<file path="src/rtl/joint_iir_filter_bank_defines.svh">
// ----------------------------------------------------------------------------
// Joint IIR filter bank assertion macros
// Checks are compiled unless SYNTH is defined.
// ----------------------------------------------------------------------------
`ifndef JOINT_IIR_FILTER_BANK_DEFINES_SVH
`define JOINT_IIR_FILTER_BANK_DEFINES_SVH
`ifndef SYNTH
`define JIF_ASSERT(lbl, clk, rst, prop, msg) \
   lbl: assert property (@(posedge clk) disable iff (rst) prop) else $error(msg);
`define JIF_ASSERT_RST(lbl, clk, prop, msg) \
   lbl: assert property (@(posedge clk) prop) else $error(msg);
`else
`define JIF_ASSERT(lbl, clk, rst, prop, msg)
`define JIF_ASSERT_RST(lbl, clk, prop, msg)
`endif
`endif

</file>
<file path="src/rtl/jif_pkg.sv">
// ----------------------------------------------------------------------------
// Joint IIR filter bank package
// Payload types, history row layout and the Q2.16 coefficient table.
// ----------------------------------------------------------------------------
package jif_pkg;

   localparam int JOINTS_DEFAULT = 32;
   localparam int NUM_AXES       = 3;
   localparam int NUM_FILT       = 3;
   localparam int NUM_TAPS       = 9;
   localparam int LAST_TAP       = NUM_TAPS - 1;
   localparam int LAST_FILT      = NUM_FILT - 1;
   localparam int COEF_W         = 19;

   localparam logic [1:0] LEVEL_SOFT   = 2'd0;
   localparam logic [1:0] LEVEL_MEDIUM = 2'd1;
   localparam logic [1:0] LEVEL_HARD   = 2'd2;
   localparam logic [1:0] LEVEL_UNUSED = 2'd3;

   typedef struct packed {
      logic [4:0]         joint_index;
      logic signed [23:0] pos_x;
      logic signed [23:0] pos_y;
      logic signed [23:0] pos_z;
   } req_type;

   typedef struct packed {
      logic [4:0]         joint_tag;
      logic signed [31:0] smooth_x;
      logic signed [31:0] smooth_y;
      logic signed [31:0] smooth_z;
      logic signed [31:0] vel_x;
      logic signed [31:0] vel_y;
      logic signed [31:0] vel_z;
      logic signed [31:0] acc_x;
      logic signed [31:0] acc_y;
      logic signed [31:0] acc_z;
   } rsp_type;

   typedef struct packed {
      logic [3:0][23:0]      raw;
      logic [2:0][3:0][31:0] y;
   } axis_hist_type;

   typedef axis_hist_type [2:0] row_type;

   typedef struct packed {
      logic       valid;
      logic       first;
      logic       last;
      logic [1:0] filt;
   } mac_ctl_type;

   // feedback taps stored negated so every product is added
   localparam logic signed [COEF_W-1:0] COEF_TAB [3][3][9] = '{
      '{
         '{19'sd12134, 19'sd9065, 19'sd11448, 19'sd6859, 19'sd3043,
           19'sd85082, -19'sd95906, 19'sd46573, -19'sd13296},
         '{19'sd17776, 19'sd8675, -19'sd3193, -19'sd11688, -19'sd11570,
           19'sd19133, -19'sd33454, 19'sd1021, -19'sd19},
         '{19'sd7203, -19'sd8448, -19'sd2442, 19'sd1416, 19'sd2271,
           19'sd54231, -19'sd53155, 19'sd23140, -19'sd4325}
      },
      '{
         '{19'sd10002, 19'sd2186, 19'sd5096, 19'sd4372, 19'sd911,
           19'sd114440, -19'sd113732, 19'sd53954, -19'sd11754},
         '{19'sd12935, -19'sd371, -19'sd2109, -19'sd7205, -19'sd3249,
           19'sd64689, -19'sd50953, 19'sd14463, -19'sd1844},
         '{-19'sd5214, 19'sd9114, -19'sd3140, -19'sd206, -19'sd554,
           19'sd102959, -19'sd95631, 19'sd47014, -19'sd9752}
      },
      '{
         '{19'sd9181, -19'sd2253, 19'sd2975, 19'sd654, 19'sd56,
           19'sd125734, -19'sd104395, 19'sd38926, -19'sd5339},
         '{-19'sd10113, 19'sd11419, -19'sd1172, -19'sd151, 19'sd17,
           19'sd134840, -19'sd121812, 19'sd52546, -19'sd8590},
         '{-19'sd4843, 19'sd8858, -19'sd3362, -19'sd478, -19'sd175,
           19'sd106711, -19'sd92980, 19'sd40786, -19'sd7112}
      }
   };

endpackage

</file>
<file path="src/rtl/jif_mac.sv">
// ----------------------------------------------------------------------------
// Joint IIR filter bank multiply-accumulate lane
// Registered product, wide accumulator, round and saturate per filter.
// ----------------------------------------------------------------------------
module jif_mac
   import jif_pkg::*;
(
   input  logic                     clock,
   input  logic                     reset,
   input  mac_ctl_type              ctl,
   input  logic signed [31:0]       operand,
   input  logic signed [COEF_W-1:0] coef,
   output logic [2:0][31:0]         res
);

   localparam int PW = 32 + COEF_W;
   localparam int AW = PW + 5;

   mac_ctl_type        ctl_ff;
   logic signed [PW-1:0] prod_ff;
   logic signed [AW-1:0] acc_ff;
   logic signed [AW-1:0] sum_in;
   logic signed [AW-1:0] rnd;
   logic signed [AW-17:0] shf;
   logic signed [31:0]   sat;
   logic [2:0][31:0]     res_ff;

   always_comb begin
      sum_in = (ctl_ff.first ? '0 : acc_ff) + AW'(prod_ff);
      rnd    = sum_in + AW'(32768);
      shf    = rnd[AW-1:16];
      if (shf > (AW-16)'(64'sd2147483647)) begin
         sat = 32'sh7fffffff;
      end else if (shf < -(AW-16)'(64'sd2147483648)) begin
         sat = 32'sh80000000;
      end else begin
         sat = shf[31:0];
      end
   end

   always_ff @(posedge clock) begin
      if (reset) begin
         ctl_ff <= '0;
      end else begin
         ctl_ff <= ctl;
      end
      prod_ff <= operand * coef;
      if (ctl_ff.valid) begin
         acc_ff <= sum_in;
         if (ctl_ff.last) begin
            res_ff[ctl_ff.filt] <= sat;
         end
      end
   end

   assign res = res_ff;

endmodule

</file>
<file path="config.mk">
export PLATFORM = sky130hd
export DESIGN_NAME = jif_mac
export DESIGN_NICKNAME = d
export VERILOG_FILES = /design/src/rtl/joint_iir_filter_bank_defines.svh /design/src/rtl/jif_pkg.sv /design/src/rtl/jif_mac.sv
export SDC_FILE = /design/constraint.sdc
export NUM_CORES = 2
export LEC_CHECK = 0
export BUFFER_PORTS_ARGS = -buffer_cell sky130_fd_sc_hd__buf_4
export CORE_MARGIN = 1.5
export CORE_UTILIZATION = 51
export CTS_BUF_LIST = sky130_fd_sc_hd__clkbuf_8
export CTS_CLUSTER_DIAMETER = 50
export DETAILED_ROUTE_END_ITERATION = 16
export PLACE_DENSITY_LB_ADDON = 0.12
export SLEW_MARGIN = 40
export SYNTH_ARGS = -nofsm -noshare
export SYNTH_HDL_FRONTEND = slang
export SYNTH_SLANG_ARGS = --single-unit
</file>
<file path="constraint.sdc">
create_clock -name clock -period 20 [get_ports clock]
set_input_delay 2 -clock clock [delete_from_list [all_inputs] [get_ports clock]]
set_output_delay 2 -clock clock [all_outputs]
set_load 0.03 [all_outputs]
</file>
==> impl_metrics.csv <==
group,metric,value,unit
synth,synthArstFlopShare,0,%
floorplan,dieHeight,254,um
sta,report.final.hold_viol_count,0,
synth,seq_area_frac_synth,17.8,%
clock_tree,post_cts_buffers,0,
worst_setup_path,r2r_cells,18,
worst_setup_path,crit_slowest_cell,"a211oi_1",
worst_setup_path,crit_arrival,9.85,ns
placed_design,port_buffers,153,
worst_setup_path,cp.required,20.46,ns
clock_tree,clock_latency,0.60,ns
synth,yosys.area_share.simple,17.0,%
layout,nFillCells,5588,
detailed_routing,wire_per_inst,18.9,um
clock_tree,htree_levels,1,
global_route,grt_usage,25.9,%
run_status,status,"complete, no violations",
worst_setup_path,cp-end-kind,"flip-flop",
placed_design,dp_hpwl,62.5,mm
global_route,grt_overflow,0,
layout,regArea,5690,sq um
worst_setup_path,cpPeakStageDelay,0.57,ns
global_route,met1_usage,36.8,%
worst_setup_path,cpMostUsedCell,"fa_1",
global_route,top_usage_layer,"met2",
worst_setup_path,cp-start-kind,"input pin",
global_route,grt_max_degree,58,
synth,synth.distinct_cells,85,
synth,synthMuxAreaShare,0.156,%
synth,synth_top_family_by_area,"adder cells",
clock_tree,root_buffer,"clkbuf_8",
sta,fmax,106,MHz
min_path,hold_start,"prod_ff[0]",
layout,final_nets,4215,
layout,fin_area,34400,sq um
detailed_routing,drt-total-wl,80.2,mm
worst_setup_path,rr_startpoint,"ctl_ff[3]",
synth,synthCells,3325,
floorplan,core_area,61900,sq um
sta,skew,0.0186,ns
floorplan,die_area,64300,sq um
clock_tree,cts.path.max_buffers,3,
global_route,grt_pass1_wl,131,mm
floorplan,ioPinCount,154,
detailed_routing,drt-initial-drc-count,1508,
floorplan,num_rows,91,
global_route,met3_usage,3.27,%
layout,drive_gt1_share,7.28,%
synth,yosysTopAreaCellShare,36.9,%
synth,synthXorXnorAreaFrac,3.25,%
global_route,antenna_found_initial,2,
global_route,use_met2,42.0,%
worst_setup_path,critical_path_class,"input pin to flip-flop",
sta,period_share,47.0,%
floorplan,initial_core_util,51.7,%
synth,synth_edf_count,152,
detailed_routing,vias_per_cell,5.47,
sta,fin_tns_setup,0,ns
synth,synth_area,32000,sq um
synth,ys.flop_type,"edfxtp_1",
synth,syn_nets,4169,
detailed_routing,antenna_left,0,
synth,yosys.area.top_type,"fa_1",
detailed_routing,vias,23200,
clock_tree,tritoncts,"built",
placed_design,place.gp.congestion,0.930,
synth,synth_compound_area_share,8.67,%
sta,drv_slew,0,
synth,synth_most_common_cell,"fa_1",
clock_tree,clkSinkCount,208,
clock_tree,cts-resized-gates,0,
sta,worst_pin_slew,0.833,ns
worst_setup_path,cp_max_fo,32,
synth,yosys_warnings,0,
detailed_routing,route.detailed.drc,0,
detailed_routing,firstDrtPassIters,5,
placed_design,placed_area,33700,sq um
synth,ys_top_cells_by_area,"fa_1 (37%), edfxtp_1 (14%), ha_1 (7.6%)",
sta,setup_viol,0,
synth,syn_avg_cell_area,9.63,sq um
run,max-cap-violations,0,
synth,synthAdderAreaFrac,44.6,%
clock_tree,cts_hold_buffers,0,
min_path,hold_path.class,"flip-flop to flip-flop",
clock_tree,cts_buffers,31,
worst_setup_path,critPathLaunch,"coef[2]",
layout,area_growth,7.39,%
sta,period_needed,9.39,ns
synth,synth_common_cells,"fa_1 (591), inv_1 (578), nand2_1 (394)",
layout,multi_input_area,23600,sq um
min_path,min_path_cells,1,
global_route,first_global_vias,24900,
sta,slew_headroom,43.9,%
clock_tree,clk_pin_slew,0.07,ns
floorplan,die_width,254,um
synth,ys_seq_elements,208,
sta,rsz0062_at_grt,"false",
[routing by layer]
layer	part of all wire [%]	routed length, um	vias up
met5	0	0	-
met3	7.6	6070	129
li1	-	-	10500
met1	45	35900	11600
met4	2.1	1650	0
met2	46	36600	902
[cells by family (layout without fill, tap and decap cells)]
logic type,Yosys count,after routing
compound gates,414,414
other cells,0,1
buf+inv,726,796
mux,5,5
simple gates,1069,1069
xor+xnor,117,117
flops,208,208
fa+ha+maj,786,786
[state kept, by name (all words and copies together), names as in the netlist]
| name | cells |
|---|---|
| res | 96 |
| prod_ff | 51 |
| acc_ff | 56 |
| ctl_ff | 5 |
[cell usage in the layout, fill, tap and decap left out, types with 24 or more instances in the layout]
cell type  netlist  layout
a21oi_1        138     138
xnor2_1         74      74
nor2_1         117     117
clkbuf_8         0      31
ha_1           195     195
inv_1          578     588
edfxtp_1       152     152
nand2_1        394     394
and3_1          27      27
dfxtp_1         56      54
buf_4            4     158
a21o_1          53      53
and2_1         290     290
o21ai_0         58      58
fa_1           591     591
nand2b_1        24      24
nor2b_1         75      75
xor2_1          41      41
nand3_1         39      39
[critical path: cells and delay by family]
kind / cells / cell delay [ns]
simple gates: 3 / 0.42
fa+ha+maj: 8 / 3.51
compound gates: 11 / 3.23
buf+inv: 5 / 0.54
xor+xnor: 1 / 0.14
[per-stage QoR]
step	worst slack [ns]	cells	hold slack, ns	utilization [%]
2_1_floorplan	10.90	3325	0.508	-
6_report	10.61	4233	0.539	55.5
4_1_cts	10.25	4232	0.541	55.5
3_5_place_dp	9.61	4175	0.524	54.4
5_1_grt	10.27	4233	0.565	55.5
3_3_place_gp	9.82	4175	0.521	54.4
[final cells by class]
type | instances | area share (%)
Clock inverter | 26 | 0.731
Sequential cell | 208 | 16.5
Timing Repair Buffer | 159 | 3.48
Multi-Input combinational cell | 2391 | 68.6
Inverter | 580 | 6.33
Antenna cell | 1 | 0.00728
Tap cell | 837 | 3.05
Clock buffer | 31 | 1.24
[final timing paths]
check | to | slack (ns)
worst max-delay path | prod_ff[50] | 10.61
worst min-delay path | acc_ff[0] | 0.54
worst max register to register | res[37] | 13.34
worst min register to register | acc_ff[0] | 0.54
Power is not shown: default switching activity piles up to over one toggle a cycle in this logic, so the estimate is an artifact.
